File: src/rtl/core/mch_pkg.sv
// mch_pkg: shared widths, function codes, sequencer states and the arctangent table
// for the calibrated compass heading block; no dependencies
`timescale 1ns / 1ps
`default_nettype none

package mch_pkg;

  localparam int FUNC_W = 2;
  localparam int MAG_W  = 16;
  localparam int CORR_W = 18;
  localparam int HEAD_W = 12;

  localparam logic [FUNC_W-1:0] FUNC_MEASURE = 2'd0;
  localparam logic [FUNC_W-1:0] FUNC_CAL     = 2'd1;
  localparam logic [FUNC_W-1:0] FUNC_FINISH  = 2'd2;

  // scale is unsigned fixed point with this many fraction bits
  localparam int SCALE_FRAC_BITS = 14;
  localparam logic [MAG_W-1:0] SCALE_ONE = MAG_W'(1 << SCALE_FRAC_BITS);

  // dividend of the scale division: ((dx + dy) << F) + d
  localparam int NUM_W     = MAG_W + 2 + SCALE_FRAC_BITS;
  localparam int DIV_CNT_W = $clog2(NUM_W);

  localparam int CORDIC_STEPS = 16;
  localparam int MAX_STEPS    = 24;
  localparam int STEP_W       = $clog2(MAX_STEPS);
  localparam int ATAN_W       = 25;
  localparam int CW           = 21;  // cordic x/y width, covers gain and sign flip
  localparam int ZW           = 31;  // angle accumulator, 1/65536 of a tenth

  localparam int HALF_TURN_UNITS = 1800 * 65536;
  localparam int FULL_TURN_UNITS = 3600 * 65536;
  localparam int HALF_TENTH      = 32768;
  localparam int TENTHS_TURN     = 3600;

  typedef enum logic [3:0] {
    ST_IDLE,
    ST_UPD,
    ST_DIV,
    ST_MUL_X,
    ST_MUL_Y,
    ST_SAT_Y,
    ST_PRE,
    ST_ROT,
    ST_HEAD
  } mch_state_t;

  // atan(2^-i) in 1/65536 of a tenth of a degree
  function automatic logic [ATAN_W-1:0] atan_units(input logic [STEP_W-1:0] idx);
    logic [ATAN_W-1:0] v;
    case (idx)
      5'd0:    v = 25'd29491200;
      5'd1:    v = 25'd17409672;
      5'd2:    v = 25'd9198793;
      5'd3:    v = 25'd4669451;
      5'd4:    v = 25'd2343786;
      5'd5:    v = 25'd1173036;
      5'd6:    v = 25'd586661;
      5'd7:    v = 25'd293348;
      5'd8:    v = 25'd146676;
      5'd9:    v = 25'd73339;
      5'd10:   v = 25'd36669;
      5'd11:   v = 25'd18335;
      5'd12:   v = 25'd9167;
      5'd13:   v = 25'd4584;
      5'd14:   v = 25'd2292;
      5'd15:   v = 25'd1146;
      5'd16:   v = 25'd573;
      5'd17:   v = 25'd286;
      5'd18:   v = 25'd143;
      5'd19:   v = 25'd72;
      5'd20:   v = 25'd36;
      5'd21:   v = 25'd18;
      5'd22:   v = 25'd9;
      5'd23:   v = 25'd4;
      default: v = '0;
    endcase
    return v;
  endfunction

endpackage

`default_nettype wire

File: src/rtl/core/magnetometer_calibrated_heading.sv
// magnetometer_calibrated_heading: hard/soft iron correction and cordic heading
// depends on mch_pkg
`timescale 1ns / 1ps
`default_nettype none

// Usage
// Input channel (in_valid/in_ready) carries one magnetometer X/Y sample and a
// function code: measure, calibration sample (widens the min/max envelope) or
// finish (sets offsets to the envelope midpoints and, when both axes have
// positive extent, recomputes the scales). Each request yields exactly one
// result on the output channel (out_valid/out_ready): corrected X/Y and the
// heading in tenths of a degree, 0..3599.
// Timing: one request at a time. A measure or calibration request passes through
// the update, multiply, saturate, pre-rotation, cordic and heading states before
// out_valid, paced by the one-step-per-cycle cordic loop and the shared multiplier
// used once per axis. A finish request that rewrites the scales also runs the
// bit-serial restoring divider, one axis after the other. in_ready is high only
// while the sequencer is idle.
// The result sits in an output register; the next request is taken while it
// waits, and the sequencer holds in its last step if the receiver still stalls.
// Reset: envelope to empty (min at most positive, max at most negative),
// offsets to zero, scales to one, no result pending.
module magnetometer_calibrated_heading (
  input  wire                                   clk,
  input  wire                                   rst_n,
  input  wire                                   in_valid,
  output logic                                  in_ready,
  input  wire        [mch_pkg::FUNC_W-1:0]      in_func,
  input  wire signed [mch_pkg::MAG_W-1:0]       in_mag_x,
  input  wire signed [mch_pkg::MAG_W-1:0]       in_mag_y,
  output logic                                  out_valid,
  input  wire                                   out_ready,
  output logic       [mch_pkg::HEAD_W-1:0]      out_heading_tenths,
  output logic signed [mch_pkg::CORR_W-1:0]     out_corrected_x,
  output logic signed [mch_pkg::CORR_W-1:0]     out_corrected_y,
  output logic                                  out_scales_updated
);
  import mch_pkg::*;

  localparam int PROD_W = 2 * (MAG_W + 1);
  localparam logic signed [PROD_W:0] RND = (PROD_W + 1)'(1 << (SCALE_FRAC_BITS - 1));
  localparam logic signed [PROD_W:0] CORR_MAX = (PROD_W + 1)'((1 << (CORR_W - 1)) - 1);
  localparam logic signed [PROD_W:0] CORR_MIN = -(PROD_W + 1)'(1 << (CORR_W - 1));

  mch_state_t state_r, state_nxt;

  logic [FUNC_W-1:0]        func_r;
  logic signed [MAG_W-1:0]  mx_r, my_r;
  logic signed [MAG_W-1:0]  min_x_r, max_x_r, min_y_r, max_y_r;
  logic signed [MAG_W-1:0]  offset_x_r, offset_y_r;
  logic [MAG_W-1:0]         scale_x_r, scale_y_r;
  logic                     updated_r;

  logic                     div_axis_r;
  logic [DIV_CNT_W-1:0]     div_cnt_r;
  logic [MAG_W:0]           rem_r;
  logic [NUM_W-1:0]         quo_r;

  logic signed [PROD_W-1:0] prod_r;
  logic signed [CORR_W-1:0] cx_r, cy_r;
  logic                     zero_vec_r;
  logic signed [CW-1:0]     x_r, y_r;
  logic signed [ZW-1:0]     z_r;
  logic [STEP_W-1:0]        step_r;

  logic                     out_valid_r;
  logic [HEAD_W-1:0]        out_head_r;
  logic signed [CORR_W-1:0] out_cx_r, out_cy_r;
  logic                     out_upd_r;

  // envelope and calibration terms
  logic signed [MAG_W:0] dx, dy, osum_x, osum_y;
  logic                  dx_pos, dy_pos, cal_go;
  logic [MAG_W:0]        dsum;
  logic [NUM_W-1:0]      num_x, num_y;
  logic [MAG_W-1:0]      d_self;
  logic [MAG_W:0]        divisor;
  logic [MAG_W+1:0]      rem_sh, rem_dif;
  logic                  sub_ok;
  logic [MAG_W:0]        rem_nxt;
  logic [NUM_W-1:0]      quo_step;
  logic [MAG_W-1:0]      q_sat;
  logic                  div_last;

  // correction multiplier, shared by both axes
  logic signed [MAG_W:0]    diff_x, diff_y, mul_a, mul_b;
  logic signed [PROD_W-1:0] mul_p;
  logic signed [CORR_W-1:0] prod_sat;

  // cordic step
  logic signed [CW-1:0] cxe, cye, xs, ys;
  logic signed [ZW-1:0] at;
  logic                 rot_last;

  // heading wrap
  logic signed [ZW-1:0] tsum;
  logic [12:0]          hd, hd_wrap;
  logic [HEAD_W-1:0]    heading;

  logic out_free, out_load;

  function automatic logic signed [CORR_W-1:0] round_sat(input logic signed [PROD_W-1:0] p);
    logic signed [PROD_W:0] r;
    logic signed [PROD_W:0] s;
    r = $signed({p[PROD_W-1], p}) + RND;
    s = r >>> SCALE_FRAC_BITS;
    if (s > CORR_MAX) begin
      return CORR_MAX[CORR_W-1:0];
    end else if (s < CORR_MIN) begin
      return CORR_MIN[CORR_W-1:0];
    end
    return s[CORR_W-1:0];
  endfunction

  always_comb begin
    dx = $signed({max_x_r[MAG_W-1], max_x_r}) - $signed({min_x_r[MAG_W-1], min_x_r});
    dy = $signed({max_y_r[MAG_W-1], max_y_r}) - $signed({min_y_r[MAG_W-1], min_y_r});
    dx_pos = !dx[MAG_W] && (dx[MAG_W-1:0] != '0);
    dy_pos = !dy[MAG_W] && (dy[MAG_W-1:0] != '0);
    cal_go = (func_r == FUNC_FINISH) && dx_pos && dy_pos;
    osum_x = $signed({min_x_r[MAG_W-1], min_x_r}) + $signed({max_x_r[MAG_W-1], max_x_r});
    osum_y = $signed({min_y_r[MAG_W-1], min_y_r}) + $signed({max_y_r[MAG_W-1], max_y_r});
    dsum = {1'b0, dx[MAG_W-1:0]} + {1'b0, dy[MAG_W-1:0]};
    num_x = (NUM_W'(dsum) << SCALE_FRAC_BITS) + NUM_W'(dx[MAG_W-1:0]);
    num_y = (NUM_W'(dsum) << SCALE_FRAC_BITS) + NUM_W'(dy[MAG_W-1:0]);
    d_self = div_axis_r ? dy[MAG_W-1:0] : dx[MAG_W-1:0];
    divisor = {d_self, 1'b0};
    rem_sh = {rem_r, quo_r[NUM_W-1]};
    sub_ok = rem_sh >= {1'b0, divisor};
    rem_dif = rem_sh - {1'b0, divisor};
    rem_nxt = sub_ok ? rem_dif[MAG_W:0] : rem_sh[MAG_W:0];
    quo_step = {quo_r[NUM_W-2:0], sub_ok};
    q_sat = (|quo_step[NUM_W-1:MAG_W]) ? '1 : quo_step[MAG_W-1:0];
    div_last = (div_cnt_r == '0);
  end

  always_comb begin
    diff_x = $signed({mx_r[MAG_W-1], mx_r}) - $signed({offset_x_r[MAG_W-1], offset_x_r});
    diff_y = $signed({my_r[MAG_W-1], my_r}) - $signed({offset_y_r[MAG_W-1], offset_y_r});
    mul_a = (state_r == ST_MUL_X) ? diff_x : diff_y;
    mul_b = (state_r == ST_MUL_X) ? $signed({1'b0, scale_x_r}) : $signed({1'b0, scale_y_r});
    mul_p = mul_a * mul_b;
    prod_sat = round_sat(prod_r);
  end

  always_comb begin
    cxe = {{(CW - CORR_W){cx_r[CORR_W-1]}}, cx_r};
    cye = {{(CW - CORR_W){cy_r[CORR_W-1]}}, cy_r};
    xs = x_r >>> step_r;
    ys = y_r >>> step_r;
    at = $signed(ZW'(atan_units(step_r)));
    rot_last = (step_r == STEP_W'(CORDIC_STEPS - 1));
    tsum = z_r + $signed(ZW'(FULL_TURN_UNITS + HALF_TENTH));
    hd = tsum[16 +: 13];
    hd_wrap = (hd >= 13'(TENTHS_TURN)) ? hd - 13'(TENTHS_TURN) : hd;
    heading = zero_vec_r ? '0 : hd_wrap[HEAD_W-1:0];
  end

  // next state
  always_comb begin
    state_nxt = state_r;
    unique case (state_r)
      ST_IDLE:  if (in_valid) state_nxt = ST_UPD;
      ST_UPD:   state_nxt = cal_go ? ST_DIV : ST_MUL_X;
      ST_DIV:   if (div_last && div_axis_r) state_nxt = ST_MUL_X;
      ST_MUL_X: state_nxt = ST_MUL_Y;
      ST_MUL_Y: state_nxt = ST_SAT_Y;
      ST_SAT_Y: state_nxt = ST_PRE;
      ST_PRE:   state_nxt = ST_ROT;
      ST_ROT:   if (rot_last) state_nxt = ST_HEAD;
      ST_HEAD:  if (out_free) state_nxt = ST_IDLE;
      default:  state_nxt = ST_IDLE;
    endcase
  end

  // control outputs
  always_comb begin
    out_free = !out_valid_r || out_ready;
    in_ready = (state_r == ST_IDLE);
    out_load = (state_r == ST_HEAD) && out_free;
  end

  always_ff @(posedge clk) begin
    if (!rst_n) begin
      state_r     <= ST_IDLE;
      out_valid_r <= 1'b0;
      min_x_r     <= {1'b0, {(MAG_W - 1){1'b1}}};
      min_y_r     <= {1'b0, {(MAG_W - 1){1'b1}}};
      max_x_r     <= {1'b1, {(MAG_W - 1){1'b0}}};
      max_y_r     <= {1'b1, {(MAG_W - 1){1'b0}}};
      offset_x_r  <= '0;
      offset_y_r  <= '0;
      scale_x_r   <= SCALE_ONE;
      scale_y_r   <= SCALE_ONE;
    end else begin
      state_r <= state_nxt;
      if (out_load) begin
        out_valid_r <= 1'b1;
      end else if (out_ready) begin
        out_valid_r <= 1'b0;
      end
      if (state_r == ST_UPD) begin
        case (func_r)
          FUNC_CAL: begin
            if (mx_r < min_x_r) min_x_r <= mx_r;
            if (mx_r > max_x_r) max_x_r <= mx_r;
            if (my_r < min_y_r) min_y_r <= my_r;
            if (my_r > max_y_r) max_y_r <= my_r;
          end
          FUNC_FINISH: begin
            offset_x_r <= osum_x[MAG_W:1];
            offset_y_r <= osum_y[MAG_W:1];
          end
          default: begin
          end
        endcase
      end
      if (state_r == ST_DIV && div_last) begin
        if (div_axis_r) begin
          scale_y_r <= q_sat;
        end else begin
          scale_x_r <= q_sat;
        end
      end
    end
  end

  // datapath, no reset needed
  always_ff @(posedge clk) begin
    if (in_valid && in_ready) begin
      func_r <= in_func;
      mx_r   <= in_mag_x;
      my_r   <= in_mag_y;
    end
    unique case (state_r)
      ST_UPD: begin
        updated_r  <= cal_go;
        div_axis_r <= 1'b0;
        div_cnt_r  <= DIV_CNT_W'(NUM_W - 1);
        rem_r      <= '0;
        quo_r      <= num_x;
      end
      ST_DIV: begin
        if (div_last) begin
          // second axis reuses the same divider
          div_axis_r <= 1'b1;
          div_cnt_r  <= DIV_CNT_W'(NUM_W - 1);
          rem_r      <= '0;
          quo_r      <= num_y;
        end else begin
          div_cnt_r <= div_cnt_r - 1'b1;
          rem_r     <= rem_nxt;
          quo_r     <= quo_step;
        end
      end
      ST_MUL_X: prod_r <= mul_p;
      ST_MUL_Y: begin
        cx_r   <= prod_sat;
        prod_r <= mul_p;
      end
      ST_SAT_Y: cy_r <= prod_sat;
      ST_PRE: begin
        zero_vec_r <= (cx_r == '0) && (cy_r == '0);
        step_r     <= '0;
        // left half plane: flip the vector and start from a half turn
        if (cx_r[CORR_W-1]) begin
          x_r <= -cxe;
          y_r <= -cye;
          z_r <= $signed(ZW'(HALF_TURN_UNITS));
        end else begin
          x_r <= cxe;
          y_r <= cye;
          z_r <= '0;
        end
      end
      ST_ROT: begin
        step_r <= step_r + 1'b1;
        if (!y_r[CW-1]) begin
          x_r <= x_r + ys;
          y_r <= y_r - xs;
          z_r <= z_r + at;
        end else begin
          x_r <= x_r - ys;
          y_r <= y_r + xs;
          z_r <= z_r - at;
        end
      end
      default: begin
      end
    endcase
    if (out_load) begin
      out_head_r <= heading;
      out_cx_r   <= cx_r;
      out_cy_r   <= cy_r;
      out_upd_r  <= updated_r;
    end
  end

  assign out_valid          = out_valid_r;
  assign out_heading_tenths = out_head_r;
  assign out_corrected_x    = out_cx_r;
  assign out_corrected_y    = out_cy_r;
  assign out_scales_updated = out_upd_r;

`ifndef SYNTHESIS
  a_heading_range: assert property (@(posedge clk) disable iff (!rst_n)
    out_valid |-> (out_heading_tenths < HEAD_W'(TENTHS_TURN)))
    else $error("heading out of range");

  a_envelope_order: assert property (@(posedge clk) disable iff (!rst_n)
    (state_r == ST_UPD && func_r == FUNC_CAL) |=>
      (min_x_r <= max_x_r && min_y_r <= max_y_r))
    else $error("envelope min above max after calibration sample");

  a_rot_count: assert property (@(posedge clk) disable iff (!rst_n)
    (state_r == ST_ROT) |-> (step_r < STEP_W'(CORDIC_STEPS)))
    else $error("cordic step count overrun");

  a_no_overwrite: assert property (@(posedge clk) disable iff (!rst_n)
    (out_valid_r && !out_ready) |=> (state_r != ST_IDLE || $past(state_r) != ST_HEAD))
    else $error("result loaded over a stalled result");
`endif

endmodule

`default_nettype wire
File: config.mk
export PLATFORM = sky130hd
export DESIGN_NAME = magnetometer_calibrated_heading
export DESIGN_NICKNAME = d
export VERILOG_FILES = /design/src/rtl/core/mch_pkg.sv /design/src/rtl/core/magnetometer_calibrated_heading.sv
export SDC_FILE = /design/constraint.sdc
export NUM_CORES = 2
export LEC_CHECK = 0
export BUFFER_PORTS_ARGS = -buffer_cell sky130_fd_sc_hd__buf_2
export CAP_MARGIN = 20
export CORE_MARGIN = 5
export CORE_UTILIZATION = 30
export DETAILED_ROUTE_END_ITERATION = 12
export PLACE_DENSITY = 0.46
export RECOVER_POWER = 25
export REMOVE_ABC_BUFFERS = 1
export SETUP_SLACK_MARGIN = 0.5
export SYNTH_ARGS = -nofsm -noshare
export SYNTH_HDL_FRONTEND = slang
export SYNTH_SLANG_ARGS = --single-unit
File: constraint.sdc
create_clock -name clk -period 18 [get_ports clk]
set_input_delay 4.5 -clock clk [delete_from_list [all_inputs] [get_ports clk]]
set_output_delay 4.5 -clock clk [all_outputs]
set_load 0.02 [all_outputs]
==> results.toml <==
[critical_path]
r2r_start = "state_r[0]$_SDFFE_PN0P_"
crit_start = "state_r[0]$_SDFFE_PN0P_"
crit_type = "register to register"
crit_required_ns = 18.39
cp_common_cell = "fa_1"
worstPathMaxFanout = 39
end_kind = "register"
crit_buf_inv = 6
worstRegToRegCells = 26
crit_path_start_kind = "register"
crit_slowest_cell = "clkbuf_1"
path_depth = 26
r2r_end = "prod_r[31]$_DFFE_PP_"
ff2ff_setup_slack_ns = 8.12
cp_slowest_stage_delay_ns = 1.66
cp_data_arrival_time_ns = 10.27
cpLargestDelayFamily = "adder cells"
cp-endpoint = "prod_r[31]$_DFFE_PP_"

[cts]
postCtsSetupBuffers = 0
cts.reportedPaths.clkPinSlew_ns = 0.06
clock-sinks = 431
cts_hold_buffers = 0
cts_max_level = 2
cts-root-buf = "clkbuf_16"
cts_tree = "built"
clk_path_buf_depth = 3
clk_latency_ns = 0.67
postCtsResizedCells = 0
numCtsBuffers = 56

[yosys]
syn_area_um2 = 43100
synth-seq-area-share_pct = 26.3
yosys.area.top_type = "edfxtp_1"
netlist_instances = 4877
async_flop_share_pct = 0
synth-seq-cells = 431
ys_types = 92
synth.top_cell.area_share_pct = 19.0
yosysWarnings = 0
synth_flop_cell = "edfxtp_1"
synth_enable_flop_cells = 273
avgSynthCellArea_um2 = 8.85
synth_top_cells_by_area = "edfxtp_1 (19%), fa_1 (13%), ha_1 (11%), dfxtp_1 (7.3%), nor2_1 (5.3%)"

[global_route]
grtUsageTotal_pct = 16.3
grt_pass1_vias = 34199
grt_start_max_net_pins = 90
antenna_found_initial = 2
grt_pass1_wl_um = 197000
grt_overflow = 0

[timing]
timing.setup.tns_ns = 0
hold_ws_ns = 0.465
max_freq_mhz = 101
maxSlewHeadroom_pct = -121
grt_setup_unrepaired = "no"
finalMaxSlewViolations = 184
finClkSkew_ns = 0.0466
worst_pin_slew_ns = 3.31
finalSetupViolations = 0
post-route-period-util_pct = 54.9
hold_violations = 0
period_needed_ns = 9.88

[detailed_routing]
drt_iter0_markers = 1965
wl_per_cell_um = 18.4
final_antenna_net_count = 0
num_vias = 34238
dr.pass1.iters = 8
post-route-drc-count = 0
drt-total-wl_um = 126000
vias_per_cell = 5.01

[outcome]
status = "finished, violations left"
violations = "max-capacitance violations, max-slew violations"

[placed_design]
placedCellCount = 6728
gp_congestion = 0.848
dp_hpwl_um = 97500
numPortBuffers = 88

[die]
die_x_um = 389
num_rows = 139
start_util_pct = 30.1
fp.coreArea_um2 = 143000
pin_count = 89
die_h_um = 389
dieArea_um2 = 151000

[finish]
n_antenna_cell = 0
final_layout_size_suffix_gt1_share_pct = 7.02
final_common_cell = "nor2_1"
syn2layout_area_growth_pct = 10.3
nNetsFinal = 5574
multiInputGateArea_um2 = 29000
n_fill_cell = 15058
final_cells = 6834
regArea_um2 = 11400
final_cell_mix = "nor2_1 (604), inv_1 (548), nand2_1 (441)"
post-route-util_pct = 33.2

[run]
maxCapViolCount = 4

[power_and_ir_drop]
ir_drop_v = 0.0000767
leakage_nw = 20.2
p_per_area_nw_per_um2 = 104
power.total_mw = 4.97

[hold_path]
hold_class = "register to register"
## worst reg2reg max path, stage by stage (launching register included)
cell and delay [ns]:
dfxtp_1 0.48, nand2_1 0.22, or3_2 0.14, clkbuf_1 1.66, nand2_1 0.45, nand2_1 0.68
nand2_1 0.18, fa_1 0.58, inv_1 0.05, fa_1 0.50, inv_1 0.05, fa_1 0.47
inv_1 0.06, fa_1 0.50, fa_1 0.54, inv_1 0.05, fa_1 0.52, inv_1 0.04
ha_1 0.22, a211oi_1 0.23, nand4b_1 0.29, o21a_1 0.33, a41o_1 0.33, a211oi_1 0.46
o21ai_0 0.24, a211oi_1 0.29, nor2_1 0.07
## sequential cells by signal (all words and copies together) (netlist names), 17 cells and up
signal	flops
at	25
cx_r	18
cy_r	18
out_corrected_x	18
out_corrected_y	18
prod_r	21
quo_r	32
rem_r	17
x_r	21
y_r	21
z_r	29
## metrics by stage
| stage | setup slack [ns] | instance area [um2] |
|---|---|---|
| floorplan | 9.15 | 42400 |
| global placement | 8.68 | 45600 |
| detailed placement | 8.56 | 45700 |
| CTS | 8.51 | 47600 |
| global route | 7.37 | 47600 |
| finish | 8.12 | 47600 |
## cell usage after synthesis (all sizes together) (10+ instances only)
cell,instances
o21bai,22
a21boi,13
nor3b,15
a31oi,49
xor2,96
nand2,443
o21a,46
nand4,37
a21o,74
nor2,609
a211o,12
o21ai,233
and3,26
clkbuf,160
a21oi,243
fa,284
inv,550
mux2i,108
o22ai,14
and2,28
a211oi,98
a221oi,12
o211ai,35
mux2,25
nor3,97
mux4,44
ha,369
nor2b,51
xnor2,213
o41ai,12
o31ai,30
nor4,17
or2,22
buf,34
or3,39
edfxtp,273
nand3,77
a41oi,10
nand2b,66
dfxtp,158
## worst min path at each step
stage                     cells past startpoint                      endpoint                        from  slack (ns)
after floorplan                               0  out_scales_updated$_DFFE_PP_         updated_r$_DFFE_PP_        0.40
after global placement                        2    offset_x_r[3]$_SDFFE_PN0P_  offset_x_r[3]$_SDFFE_PN0P_        0.46
after detailed placement                      2    offset_x_r[3]$_SDFFE_PN0P_  offset_x_r[3]$_SDFFE_PN0P_        0.46
after CTS                                     2    offset_x_r[3]$_SDFFE_PN0P_  offset_x_r[3]$_SDFFE_PN0P_        0.47
after global routing                          2    offset_y_r[3]$_SDFFE_PN0P_  offset_y_r[3]$_SDFFE_PN0P_        0.50
final                                         2    offset_x_r[3]$_SDFFE_PN0P_  offset_x_r[3]$_SDFFE_PN0P_        0.47
## metal layers
| layer | vias to the layer above | wire (um) | track usage, % | share of wire (%) |
|---|---|---|---|---|
| li1 | 16802 | - | - | - |
| met1 | 16610 | 58200 | 22.1 | 46 |
| met2 | 679 | 59500 | 27.9 | 47 |
| met3 | 147 | 5150 | 1.82 | 4.1 |
| met4 | 0 | 2880 | 3.80 | 2.3 |
| met5 | - | 0 | 0 | 0 |
## logic make-up after synthesis
logic type | count (synthesis) | share of synthesized area (%)
AO/OA/AOI/OAI | 997 | 14.9
XOR/XNOR | 309 | 6.27
adder cells (fa/ha/maj) | 658 | 24.0
buffers and inverters | 745 | 6.62
flip-flops | 431 | 26.3
multiplexers | 177 | 5.56
AND/OR/NAND/NOR | 1560 | 16.3
## cell type report
class	instances	share of cell area [%]
Inverter	551	4.35
Clock buffer	84	3.64
Clock inverter	22	0.431
Tap cell	1903	5.00
Multi-Input combinational cell	3701	60.9
Timing Repair Buffer	142	1.76
Sequential cell	431	23.9
## where the power goes
part / switching (mW) / total [mW] / internal (mW)
clock: 0.478 / 1.17 / 0.693
sequential: 0.148 / 1.43 / 1.29
combinational: 1.50 / 2.36 / 0.868
(Power assumes the default switching activity.)
